`config.mk`:
```
export PLATFORM = sky130hd
export DESIGN_NAME = scalar_kalman_filter_top
export DESIGN_NICKNAME = d
export VERILOG_FILES = /design/src/rtl/core/skf_pkg.sv /design/src/rtl/core/skf_serial_div.sv /design/src/rtl/core/skf_serial_mul.sv /design/src/rtl/core/scalar_kalman_filter_top.sv
export SDC_FILE = /design/constraint.sdc
export NUM_CORES = 1
export LEC_CHECK = 0
export BUFFER_PORTS_ARGS = -buffer_cell sky130_fd_sc_hd__buf_2
export CELL_PAD_IN_SITES_DETAIL_PLACEMENT = 1
export CELL_PAD_IN_SITES_GLOBAL_PLACEMENT = 1
export CORE_MARGIN = 2
export CORE_UTILIZATION = 39
export DETAILED_ROUTE_END_ITERATION = 16
export PLACE_DENSITY = 0.76
export SLEW_MARGIN = 20
export SYNTH_ARGS = -nofsm -noshare
export SYNTH_HDL_FRONTEND = slang
export SYNTH_SLANG_ARGS = --single-unit
```
`constraint.sdc`:
```
create_clock -name clk -period 11.81 [get_ports clk]
set_input_delay 0.5905 -clock clk [delete_from_list [all_inputs] [get_ports clk]]
set_output_delay 0.5905 -clock clk [all_outputs]
set_load 0.05 [all_outputs]
```
`src/rtl/core/skf_pkg.sv`:
```
`default_nettype none
package skf_pkg;

	localparam int FRAC_BITS_DEF = 16;
	localparam int DATA_W = 32;
	localparam int CFG_IDX_W = 2;
	// innovation and variance operands of the serial multipliers
	localparam int MCAND_W = DATA_W + 1;
	localparam int ACC_W = DATA_W + 3;

	localparam logic [CFG_IDX_W-1:0] REG_INIT_ESTIMATE = 2'd0;
	localparam logic [CFG_IDX_W-1:0] REG_INIT_VARIANCE = 2'd1;
	localparam logic [CFG_IDX_W-1:0] REG_PROCESS_NOISE = 2'd2;
	localparam logic [CFG_IDX_W-1:0] REG_MEAS_NOISE = 2'd3;

	localparam logic [DATA_W-1:0] ESTIMATE_RESET = 32'd0;
	localparam logic [DATA_W-1:0] VARIANCE_RESET = 32'd65536;
	localparam logic [DATA_W-1:0] PROCESS_NOISE_RESET = 32'd0;
	localparam logic [DATA_W-1:0] MEAS_NOISE_RESET = 32'd65536;

	typedef enum logic [2:0] {
		ST_IDLE,
		ST_DEN,
		ST_NUM,
		ST_DIV,
		ST_GAIN,
		ST_MUL,
		ST_ROUND,
		ST_OUT
	} state_t;

endpackage
`default_nettype wire

```
`src/rtl/core/skf_serial_div.sv`:
```
`default_nettype none
module skf_serial_div
	import skf_pkg::*;
#(
	parameter int FRAC_BITS = FRAC_BITS_DEF
) (
	input  wire logic                          clk,
	input  wire logic                          arst_n,
	input  wire logic                          start,
	input  wire logic [FRAC_BITS+DATA_W:0]     num,
	input  wire logic [DATA_W:0]               den,
	output logic                               done,
	output logic [FRAC_BITS:0]                 quot
);

	localparam int CNT_W = $clog2(FRAC_BITS + 2);

	logic [DATA_W:0]      rem_q;
	logic [FRAC_BITS:0]   nlow_q;
	logic [FRAC_BITS:0]   quot_q;
	logic [CNT_W-1:0]     cnt_q;
	logic                 busy_q;
	logic                 done_q;

	logic [DATA_W+1:0]    shifted;
	logic [DATA_W+2:0]    diff;
	logic                 ge;

	// one quotient bit per cycle, restoring
	assign shifted = {rem_q, nlow_q[FRAC_BITS]};
	assign diff = {1'b0, shifted} - {2'b00, den};
	assign ge = !diff[DATA_W+2];

	always_ff @(posedge clk or negedge arst_n) begin
		if (!arst_n) begin
			busy_q <= 1'b0;
			done_q <= 1'b0;
			cnt_q <= '0;
		end else begin
			done_q <= 1'b0;
			if (start) begin
				busy_q <= 1'b1;
				cnt_q <= CNT_W'(FRAC_BITS + 1);
			end else if (busy_q) begin
				cnt_q <= cnt_q - 1'b1;
				if (cnt_q == CNT_W'(1)) begin
					busy_q <= 1'b0;
					done_q <= 1'b1;
				end
			end
		end
	end

	always_ff @(posedge clk) begin
		if (start) begin
			// quotient fits in FRAC_BITS+1 bits, so the top part is already below den
			rem_q <= {1'b0, num[FRAC_BITS+DATA_W:FRAC_BITS+1]};
			nlow_q <= num[FRAC_BITS:0];
			quot_q <= '0;
		end else if (busy_q) begin
			rem_q <= ge ? diff[DATA_W:0] : shifted[DATA_W:0];
			nlow_q <= {nlow_q[FRAC_BITS-1:0], 1'b0};
			quot_q <= {quot_q[FRAC_BITS-1:0], ge};
		end
	end

	assign done = done_q;
	assign quot = quot_q;

endmodule
`default_nettype wire

```
`src/rtl/core/skf_serial_mul.sv`:
```
`default_nettype none
module skf_serial_mul
	import skf_pkg::*;
#(
	parameter int FRAC_BITS = FRAC_BITS_DEF
) (
	input  wire logic                       clk,
	input  wire logic                       arst_n,
	input  wire logic                       start,
	input  wire logic signed [MCAND_W-1:0]  mcand,
	input  wire logic [FRAC_BITS:0]         mplier,
	output logic                            done,
	output logic signed [ACC_W-1:0]         prod_hi,
	output logic [FRAC_BITS:0]              prod_lo
);

	localparam int CNT_W = $clog2(FRAC_BITS + 2);

	logic signed [MCAND_W-1:0] mcand_q;
	logic signed [ACC_W-1:0]   acc_q;
	logic [FRAC_BITS:0]        mreg_q;
	logic [CNT_W-1:0]          cnt_q;
	logic                      busy_q;
	logic                      done_q;

	logic signed [ACC_W-1:0]   addend;
	logic signed [ACC_W-1:0]   sum;

	// shift-add, one multiplier bit per cycle; low product bits shift into mreg
	assign addend = mreg_q[0] ? {{(ACC_W-MCAND_W){mcand_q[MCAND_W-1]}}, mcand_q} : '0;
	assign sum = acc_q + addend;

	always_ff @(posedge clk or negedge arst_n) begin
		if (!arst_n) begin
			busy_q <= 1'b0;
			done_q <= 1'b0;
			cnt_q <= '0;
		end else begin
			done_q <= 1'b0;
			if (start) begin
				busy_q <= 1'b1;
				cnt_q <= CNT_W'(FRAC_BITS + 1);
			end else if (busy_q) begin
				cnt_q <= cnt_q - 1'b1;
				if (cnt_q == CNT_W'(1)) begin
					busy_q <= 1'b0;
					done_q <= 1'b1;
				end
			end
		end
	end

	always_ff @(posedge clk) begin
		if (start) begin
			mcand_q <= mcand;
			acc_q <= '0;
			mreg_q <= mplier;
		end else if (busy_q) begin
			acc_q <= {sum[ACC_W-1], sum[ACC_W-1:1]};
			mreg_q <= {sum[0], mreg_q[FRAC_BITS:1]};
		end
	end

	assign done = done_q;
	assign prod_hi = acc_q;
	assign prod_lo = mreg_q;

endmodule
`default_nettype wire

```
`src/rtl/core/scalar_kalman_filter_top.sv`:
```
// scalar kalman filter, one dimension
// input channel: in_valid/in_ready with one measurement word, signed fixed point
// output channel: out_valid/out_ready with filtered_estimate and kalman_gain
// config port: cfg_wen/cfg_index/cfg_data; the user must write it only while the
//   filter is idle, which the block does not enforce; index 0 loads the estimate,
//   1 loads the error variance, 2 sets Q, 3 sets R
// one measurement is worked at a time: in_ready is high only in idle
// the path from accept to out_valid runs through the radix-2 gain divider, then
//   the shift-add multipliers, each working through FRAC_BITS+1 bits serially and
//   raising a done flag when finished; the two multipliers run side by side
// the next word is taken in the idle state, after the previous result has been
//   loaded into the output register
// the result sits in an output register, so the next measurement is accepted
//   while the previous result still waits; if it still waits when the next
//   result is ready, the filter holds in its last step until out_ready
// reset: estimate 0, variance 1.0, Q 0, R 1.0, no result pending
`default_nettype none
module scalar_kalman_filter_top
	import skf_pkg::*;
#(
	parameter int FRAC_BITS = FRAC_BITS_DEF
) (
	input  wire logic                       clk,
	input  wire logic                       arst_n,
	input  wire logic                       cfg_wen,
	input  wire logic [CFG_IDX_W-1:0]       cfg_index,
	input  wire logic [DATA_W-1:0]          cfg_data,
	input  wire logic                       in_valid,
	output logic                            in_ready,
	input  wire logic signed [DATA_W-1:0]   measurement,
	output logic                            out_valid,
	input  wire logic                       out_ready,
	output logic signed [DATA_W-1:0]        filtered_estimate,
	output logic [FRAC_BITS:0]              kalman_gain
);

	localparam int NUM_W = FRAC_BITS + DATA_W + 1;
	localparam int ADJ_W = ACC_W + 1;
	localparam int NX_W = ADJ_W + 1;
	localparam logic [FRAC_BITS:0] GAIN_ONE = {1'b1, {FRAC_BITS{1'b0}}};

	state_t state_q, state_d;

	logic signed [DATA_W-1:0] estimate_q;
	logic [DATA_W-1:0]        variance_q;
	logic [DATA_W-1:0]        pnoise_q;
	logic [DATA_W-1:0]        mnoise_q;

	logic signed [DATA_W-1:0]  z_q;
	logic [DATA_W-1:0]         pp_q;
	logic [DATA_W:0]           den_q;
	logic signed [MCAND_W-1:0] innov_q;
	logic [FRAC_BITS:0]        gain_q;
	logic signed [ADJ_W-1:0]   adj_q;
	logic                      out_valid_q;
	logic signed [DATA_W-1:0]  out_est_q;
	logic [FRAC_BITS:0]        out_gain_q;

	logic            accept;
	logic            load_den;
	logic            load_gain;
	logic            load_round;
	logic            load_out;
	logic            div_start;
	logic            div_done;
	logic            mul_start;
	logic            mul_done;
	logic            mul2_done;

	logic [DATA_W:0]          pp_sum;
	logic [NUM_W-1:0]         num;
	logic [FRAC_BITS:0]       div_quot;
	logic [FRAC_BITS:0]       gain_d;
	logic [FRAC_BITS:0]       one_minus_gain;

	logic signed [ACC_W-1:0]  p1_hi;
	logic [FRAC_BITS:0]       p1_lo;
	logic signed [ACC_W-1:0]  p2_hi;
	logic [FRAC_BITS:0]       p2_lo;
	logic signed [ADJ_W-1:0]  adj_d;
	logic [ADJ_W-1:0]         np_d;
	logic signed [NX_W-1:0]   nx_sum;
	logic signed [DATA_W-1:0] nx_sat;

	// prior variance sum, saturated when registered into pp_q
	assign pp_sum = {1'b0, variance_q} + {1'b0, pnoise_q};

	// numerator pp*2^F + den/2
	assign num = {1'b0, pp_q, {FRAC_BITS{1'b0}}} + {{(FRAC_BITS+1){1'b0}}, den_q[DATA_W:1]};

	assign gain_d = (den_q == '0) ? '0 : ((div_quot > GAIN_ONE) ? GAIN_ONE : div_quot);
	assign one_minus_gain = GAIN_ONE - gain_d;

	skf_serial_div #(
		.FRAC_BITS(FRAC_BITS)
	) u_div (
		.clk    (clk),
		.arst_n (arst_n),
		.start  (div_start),
		.num    (num),
		.den    (den_q),
		.done   (div_done),
		.quot   (div_quot)
	);

	// gain times innovation
	skf_serial_mul #(
		.FRAC_BITS(FRAC_BITS)
	) u_mul_est (
		.clk     (clk),
		.arst_n  (arst_n),
		.start   (mul_start),
		.mcand   (innov_q),
		.mplier  (gain_d),
		.done    (mul_done),
		.prod_hi (p1_hi),
		.prod_lo (p1_lo)
	);

	// one minus gain times prior variance
	skf_serial_mul #(
		.FRAC_BITS(FRAC_BITS)
	) u_mul_var (
		.clk     (clk),
		.arst_n  (arst_n),
		.start   (mul_start),
		.mcand   ($signed({1'b0, pp_q})),
		.mplier  (one_minus_gain),
		.done    (mul2_done),
		.prod_hi (p2_hi),
		.prod_lo (p2_lo)
	);

	// round half up: shift by F and add the bit just below
	assign adj_d = $signed({p1_hi, p1_lo[FRAC_BITS]})
		+ $signed({{(ADJ_W-1){1'b0}}, p1_lo[FRAC_BITS-1]});
	assign np_d = {p2_hi, p2_lo[FRAC_BITS]} + {{(ADJ_W-1){1'b0}}, p2_lo[FRAC_BITS-1]};

	assign nx_sum = $signed({{(NX_W-DATA_W){estimate_q[DATA_W-1]}}, estimate_q})
		+ $signed({adj_q[ADJ_W-1], adj_q});

	always_comb begin
		if (nx_sum[NX_W-1:DATA_W-1] == '0 || nx_sum[NX_W-1:DATA_W-1] == '1) begin
			nx_sat = nx_sum[DATA_W-1:0];
		end else if (nx_sum[NX_W-1]) begin
			nx_sat = {1'b1, {(DATA_W-1){1'b0}}};
		end else begin
			nx_sat = {1'b0, {(DATA_W-1){1'b1}}};
		end
	end

	always_ff @(posedge clk or negedge arst_n) begin
		if (!arst_n) begin
			state_q <= ST_IDLE;
		end else begin
			state_q <= state_d;
		end
	end

	always_comb begin
		state_d = state_q;
		in_ready = 1'b0;
		load_den = 1'b0;
		load_gain = 1'b0;
		load_round = 1'b0;
		load_out = 1'b0;
		div_start = 1'b0;
		mul_start = 1'b0;
		case (state_q)
			ST_IDLE: begin
				in_ready = 1'b1;
				if (in_valid) begin
					state_d = ST_DEN;
				end
			end
			ST_DEN: begin
				load_den = 1'b1;
				state_d = ST_NUM;
			end
			ST_NUM: begin
				div_start = 1'b1;
				state_d = ST_DIV;
			end
			ST_DIV: begin
				if (div_done) begin
					state_d = ST_GAIN;
				end
			end
			ST_GAIN: begin
				load_gain = 1'b1;
				mul_start = 1'b1;
				state_d = ST_MUL;
			end
			ST_MUL: begin
				if (mul_done && mul2_done) begin
					state_d = ST_ROUND;
				end
			end
			ST_ROUND: begin
				load_round = 1'b1;
				state_d = ST_OUT;
			end
			ST_OUT: begin
				if (!out_valid_q || out_ready) begin
					load_out = 1'b1;
					state_d = ST_IDLE;
				end
			end
			default: begin
				state_d = ST_IDLE;
			end
		endcase
	end

	assign accept = in_valid && in_ready;

	// state and config registers
	always_ff @(posedge clk or negedge arst_n) begin
		if (!arst_n) begin
			estimate_q <= ESTIMATE_RESET;
			variance_q <= VARIANCE_RESET;
			pnoise_q <= PROCESS_NOISE_RESET;
			mnoise_q <= MEAS_NOISE_RESET;
		end else begin
			if (cfg_wen) begin
				case (cfg_index)
					REG_INIT_ESTIMATE: estimate_q <= cfg_data;
					REG_INIT_VARIANCE: variance_q <= cfg_data;
					REG_PROCESS_NOISE: pnoise_q <= cfg_data;
					REG_MEAS_NOISE: mnoise_q <= cfg_data;
					default: ;
				endcase
			end
			if (load_round) begin
				variance_q <= (np_d[ADJ_W-1:DATA_W] != '0) ? '1 : np_d[DATA_W-1:0];
			end
			if (load_out) begin
				estimate_q <= nx_sat;
			end
		end
	end

	always_ff @(posedge clk) begin
		if (accept) begin
			z_q <= measurement;
			pp_q <= pp_sum[DATA_W] ? '1 : pp_sum[DATA_W-1:0];
		end
		if (load_den) begin
			den_q <= {1'b0, pp_q} + {1'b0, mnoise_q};
			innov_q <= $signed({z_q[DATA_W-1], z_q}) - $signed({estimate_q[DATA_W-1], estimate_q});
		end
		if (load_gain) begin
			gain_q <= gain_d;
		end
		if (load_round) begin
			adj_q <= adj_d;
		end
		if (load_out) begin
			out_est_q <= nx_sat;
			out_gain_q <= gain_q;
		end
	end

	always_ff @(posedge clk or negedge arst_n) begin
		if (!arst_n) begin
			out_valid_q <= 1'b0;
		end else if (load_out) begin
			out_valid_q <= 1'b1;
		end else if (out_ready) begin
			out_valid_q <= 1'b0;
		end
	end

	assign out_valid = out_valid_q;
	assign filtered_estimate = out_est_q;
	assign kalman_gain = out_gain_q;

endmodule
`default_nettype wire

```
---- After elaboration in Yosys (flattened, before gate mapping) ----
Index checks and enable logic that the tools add are counted.
word-level totals
  input bits .............................. 71
  output and inout bits ................... 51
  register bits ........................... 619
cells by class
  reductions and logical operators ........ 24
  order comparisons ....................... 1
  $add $sub $neg .......................... 14
  muxes and demuxes ....................... 60
  equal/unequal tests ..................... 18
operator list
  kind                    count
  $mux 32                 12
  $mux 17                 8
  $add 35x2->36           2
  $add 32x32->33          2
  $add 48x32->49          1
  $add 32x36->37          1
  $add 34x33->35          1
  $add 34x35->35          1
  $mux 35                 1
  $sub 34x33->35          1
  $logic_not 33->1        1
  $mux 33                 1
  $sub 32x32->33          1
  $mux 5                  6
  $mux 1                  27
  $pmux 3 s8              1
  $gt 17x17->1 const B    1
  $sub 17x17->17 const A  1
  $reduce_bool 2->1       8
  $eq 5x1->1 const B      3
  $sub 5x1->5 const B     3
  $eq 3x3->1 const B      4
  $mux 3                  4
  $reduce_and 2->1        4
  other kinds (15)        22

---- Logic depth before layout (Yosys ltp) ----
  depth after elaboration ................. 6
  depth in mapped cells ................... 15

---- Hierarchy ----
From an unflattened synthesis, not the netlist that was laid out.
unflattened totals
  cell total of the unflattened synthesis .. 3781
  area, all modules ....................... 38117.8 um^2
by module, submodules not included
  module                    area each (um^2)  cells each  instances
  scalar_kalman_filter_top  22132.5           2144        1
  skf_serial_mul            5382.7            536         2
  skf_serial_div            5220.0            565         1

---- Worst setup path after synthesis ----
No wires, ideal clock.
  path type ............................... register -> register
  start point ............................. register state_q[2]
  end point ............................... register den_q[0], enable pin
  stages on the path, launching flop included .. 3
  buffers on the path ..................... 1
  setup time .............................. 585 ps
  path slack .............................. 5804 ps
  arrival ................................. 5421 ps
  path through ............................ dfrtp_1 -> clkbuf_1 -> nor3b_1
on the way
  cells in the longest elaborated chain, start to end .. 2
RTL lines
  element                 RTL line                         RTL
  from (decl)             scalar_kalman_filter_top.sv:42   state_t state_q, state_d;
  from (signal assigned)  scalar_kalman_filter_top.sv:156  state_q <= state_d;
  $eq 3x1->1              scalar_kalman_filter_top.sv:169  case (state_q)
  $mux 1                  scalar_kalman_filter_top.sv:169
  to (signal assigned)    scalar_kalman_filter_top.sv:249  den_q <= {1'b0, pp_q} + {1'b0, mnoise_q};
  to (decl)               scalar_kalman_filter_top.sv:51   logic [DATA_W:0] den_q;
Every way passes these cells.
A chain may end at the register's enable or synchronous reset.

---- Worst setup path in the final report ----
  start point ............................. register u_mul_est.mreg_q[0], in the netlist u_mul_est.prod_lo[0]
  end point ............................... register u_mul_est.acc_q[31], in the netlist u_mul_est.prod_hi[31]
on the way
  cells in the longest elaborated chain, start to end .. 2
RTL lines
  element                 RTL line              RTL
  from (decl)             skf_serial_mul.sv:21  logic [FRAC_BITS:0] mreg_q;
  from (signal assigned)  skf_serial_mul.sv:57  mreg_q <= mplier;
  from (signal assigned)  skf_serial_mul.sv:60  mreg_q <= {sum[0], mreg_q[FRAC_BITS:1]};
  $mux 35                 skf_serial_mul.sv:30  assign addend = mreg_q[0] ? {{(ACC_W-MCAND_W){mcand_q[MCAND_W-1]}}, mcand_q} : '0;
  $add 34x35->35          skf_serial_mul.sv:31  assign sum = acc_q + addend;
  to (signal assigned)    skf_serial_mul.sv:59  acc_q <= {sum[ACC_W-1], sum[ACC_W-1:1]};
  to (decl)               skf_serial_mul.sv:20  logic signed [ACC_W-1:0] acc_q;
Every way passes these cells.

==> flow_summary.yaml <==
critical_path:
  ff2ff_setup_slack_ps: 7220
  worst_ep_required_time_ps: 12340
  crit_family: "compound AO/OA/AOI/OAI gates"
  slowest_delay_ps: 890
  reg2reg_depth: 12
  slowest_stage: "edfxtp_1"
  crit_chain: "and2_1, ha_1, nor2b_1, o21ai_0, a21boi_0, o41ai_1, o21ai_0, a21oi_1, o21ai_0, a31oi_1, mux2i_1, nor2_1"
  critPathBufInv: 0
  startpoint_type: "flop"
  cp_data_arrival_time_ps: 5110
  reg2reg_to: "u_mul_est.prod_hi[31]"
  cpMostUsedCell: "o21ai_0"
  rr_startpoint: "u_mul_est.prod_lo[0]"
  cp-end-kind: "flop"
  critPathMaxFanout: 33
  critPathKind: "flop to flop"
layout:
  post-route-util: 0.441
  final_cells: 5056
  final_common_cell: "edfxtp_1"
  syn_to_final_growth_pct: 12.0
  most-common-layout-cells: "edfxtp_1 (380), nand2_1 (324), a21oi_1 (268)"
  nets: 4074
  drive_above_1_share: 0.102
clock_tree:
  htree_num_levels: 3
  insertion_delay_ps: 640
  cts_tree: "done"
  post-cts-setup-buffers: 0
  cts_buffers: 73
  cts-root-buf: "clkbuf_16"
  cts_sinks: 619
  clkTransAtPathRegs_ps: 60
  cts_buffer_depth: 3
die:
  dieArea_um2: 96800
  rows: 112
  die_w_um: 311
  die_y_um: 311
  start_util: 0.394
  core_area_um2: 93500
  io-pin-count: 122
detailed_routing:
  routed_wl_mm: 113
  dr_total_vias: 28800
  viasPerCell: 5.70
  drt_iter0_drc: 2009
  drtAntennaViolNets: 0
  firstDrtPassIters: 5
  detail_route.wl_per_cell_um: 22.4
  drc: 0
yosys:
  ys_ff_latch: 619
  synth_edf_count: 380
  ys_types: 87
  synth_area_um2: 36800
  synth-main-ff-cell: "edfxtp_1"
  syn_area_per_cell_um2: 10.1
  synth_nets: 3963
  synthArstFlopShare: 0.247
  synth.yosys.warnings: 0
  yosysSeqAreaShare: 0.461
  synth_cells: 3626
timing:
  tns_ps: 0
  hold_viol_final: 0
  fin_worst_skew_ps: 21.6
  finalCriticalPeriod_ps: 4590
  min_period_over_period: 0.389
  rsz0062_at_grt: "no"
  slew_viol_final: 0
  max_freq_mhz: 218
  tightest_slew_ps: 1100
  slew_headroom: 0.257
  setup_viol: 0
power:
  p_sw_frac: 0.436
  power.leakage_nw: 16.8
  p_int_w: 0.00672
  power_switching_w: 0.00519
  power_frac_seq: 0.312
  comb_power_share: 0.499
  power_density_nw_per_um2: 289
  vdd_drop_max_uv: 136
  p_clk_frac: 0.189
grt:
  grt-ovfl-total: 0
  grt_pass1_vias: 29400
  antenna_found_initial: 16
  grt_max_degree: 94
  track_usage: 0.230
  grt_pass1_wl_mm: 175
place:
  io_buffers: 121
  dp.cells: 4914
  globalplace.congestion: 0.937
  post-dp-hpwl_mm: 83.8
outcome:
  status: "finished, final reports clean"
run:
  drv_cap: 0
min_path:
  min_from: "measurement[8]"
  holdPathEnd: "z_q[8]"
  hold_class: "input port to flop"
  hold_depth: 1
-- power groups by stage --
stage | combinational [W] | sequential [W] | clock [W]
after global routing | 0.00657 | 0.00378 | 0.00237
after CTS | 0.00591 | 0.00371 | 0.00230
after detailed placement | 0.00583 | 0.00374 | 0
after global placement | 0.00565 | 0.00371 | 0
after floorplan | 0.00423 | 0.00369 | 0
final | 0.00594 | 0.00371 | 0.00225
-- state kept, by name, indices dropped and copies added, names as in the netlist, 33 cells and up --
signal and cells:
u_mul_var.prod_hi 34, innov_q 33, adj_q 36, u_mul_est.prod_hi 34
den_q 33, u_div.rem_q 33, u_mul_est.mcand_q 33
-- worst max path at each step --
| stage | startpoint | end | slack [ps] | cells after the start |
|---|---|---|---|---|
| after floorplan | state_q[2] | den_q[0] | 5800 | 2 |
| after global placement | u_mul_var.prod_lo[0] | u_mul_var.prod_hi[31] | 7480 | 12 |
| after detailed placement | u_mul_est.prod_lo[0] | u_mul_est.prod_hi[31] | 7250 | 12 |
| after CTS | u_mul_est.prod_lo[0] | u_mul_est.prod_hi[31] | 7220 | 12 |
| after global routing | u_mul_est.prod_lo[0] | u_mul_est.prod_hi[31] | 6600 | 12 |
| final | u_mul_est.prod_lo[0] | u_mul_est.prod_hi[31] | 7220 | 12 |
-- synthesized netlist by cell type, types with 11 or more instances --
master | instances | area (um^2)
nand4_1 | 27 | 169
nor3b_1 | 11 | 82.6
dfrtp_1 | 151 | 3780
a21o_1 | 88 | 661
dfxtp_1 | 86 | 1720
o31ai_1 | 18 | 135
xnor2_1 | 156 | 1370
and4_1 | 11 | 96.3
or2_2 | 12 | 75.1
ha_1 | 258 | 3230
nor4_1 | 18 | 113
a311oi_1 | 28 | 245
nor2b_1 | 39 | 244
mux2i_1 | 63 | 631
a21oi_1 | 268 | 1340
xor2_1 | 126 | 1100
nor3_1 | 58 | 290
nand3_1 | 87 | 435
a211oi_1 | 56 | 420
nand3b_1 | 12 | 90.1
o31a_1 | 12 | 105
nand2_1 | 324 | 1220
and2_1 | 87 | 544
mux2_2 | 73 | 822
inv_1 | 173 | 649
o21bai_1 | 23 | 173
edfxtp_1 | 380 | 11400
o21a_1 | 46 | 345
and3_1 | 40 | 250
a31oi_1 | 22 | 138
nand2b_1 | 38 | 238
nor2_1 | 265 | 995
o22ai_1 | 29 | 181
o211ai_1 | 16 | 120
clkbuf_1 | 95 | 357
or3_1 | 25 | 156
o21ai_0 | 225 | 1130
buf_1 | 13 | 48.8
-- final cells by class --
class / count / area (um^2)
tap: 1254 / 1570
sequential: 619 / 17000
antenna: 6 / 15.0
inverter: 175 / 667
fill: 10400 / 52300
timing repair buffer: 151 / 872
clock buffer: 96 / 2010
multi-input combinational: 2717 / 18800
clock inverter: 38 / 337
-- kinds of logic (layout without fill, tap and decap cells) --
| family | after synthesis | count (layout) | synth area share |
|---|---|---|---|
| multiplexers | 137 | 137 | 0.0399 |
| adder cells (fa/ha/maj) | 266 | 266 | 0.0921 |
| AND/OR/NAND/NOR | 1077 | 1077 | 0.141 |
| XOR/XNOR | 282 | 282 | 0.0671 |
| buffers and inverters | 290 | 460 | 0.0300 |
| AO/OA/AOI/OAI | 955 | 955 | 0.168 |
| other | 0 | 6 | 0 |
| flip-flops | 619 | 619 | 0.461 |
-- layer usage --
| layer | vias to the layer above | track usage | share of wire |
|---|---|---|---|
| met3 | 191 | 0.0365 | 0.062 |
| li1 | 13500 | - | - |
| met5 | - | 0 | 0.00028 |
| met1 | 14400 | 0.313 | 0.45 |
| met2 | 723 | 0.371 | 0.45 |
| met4 | 6 | 0.0814 | 0.033 |
-- timing repair --
item                       in CTS  in global routing
hold buffers                    1                  0
setup endpoints to repair       0                  0
resized for setup               0                  0
hold endpoints to repair       38                  0
-- stage by stage --
step / total power (W) / hold WS [ps] / setup slack [ps] / instance area, um^2
2_1_floorplan: 0.00792 / 295 / 5800 / 36800
3_3_place_gp: 0.00936 / 402 / 7480 / 38800
3_5_place_dp: 0.00958 / 405 / 7250 / 38800
4_1_cts: 0.0119 / 86.3 / 7220 / 41200
5_1_grt: 0.0127 / 105 / 6600 / 41200
6_report: 0.0119 / 129 / 7220 / 41200
Note: power is estimated with default switching activity, not from simulation.
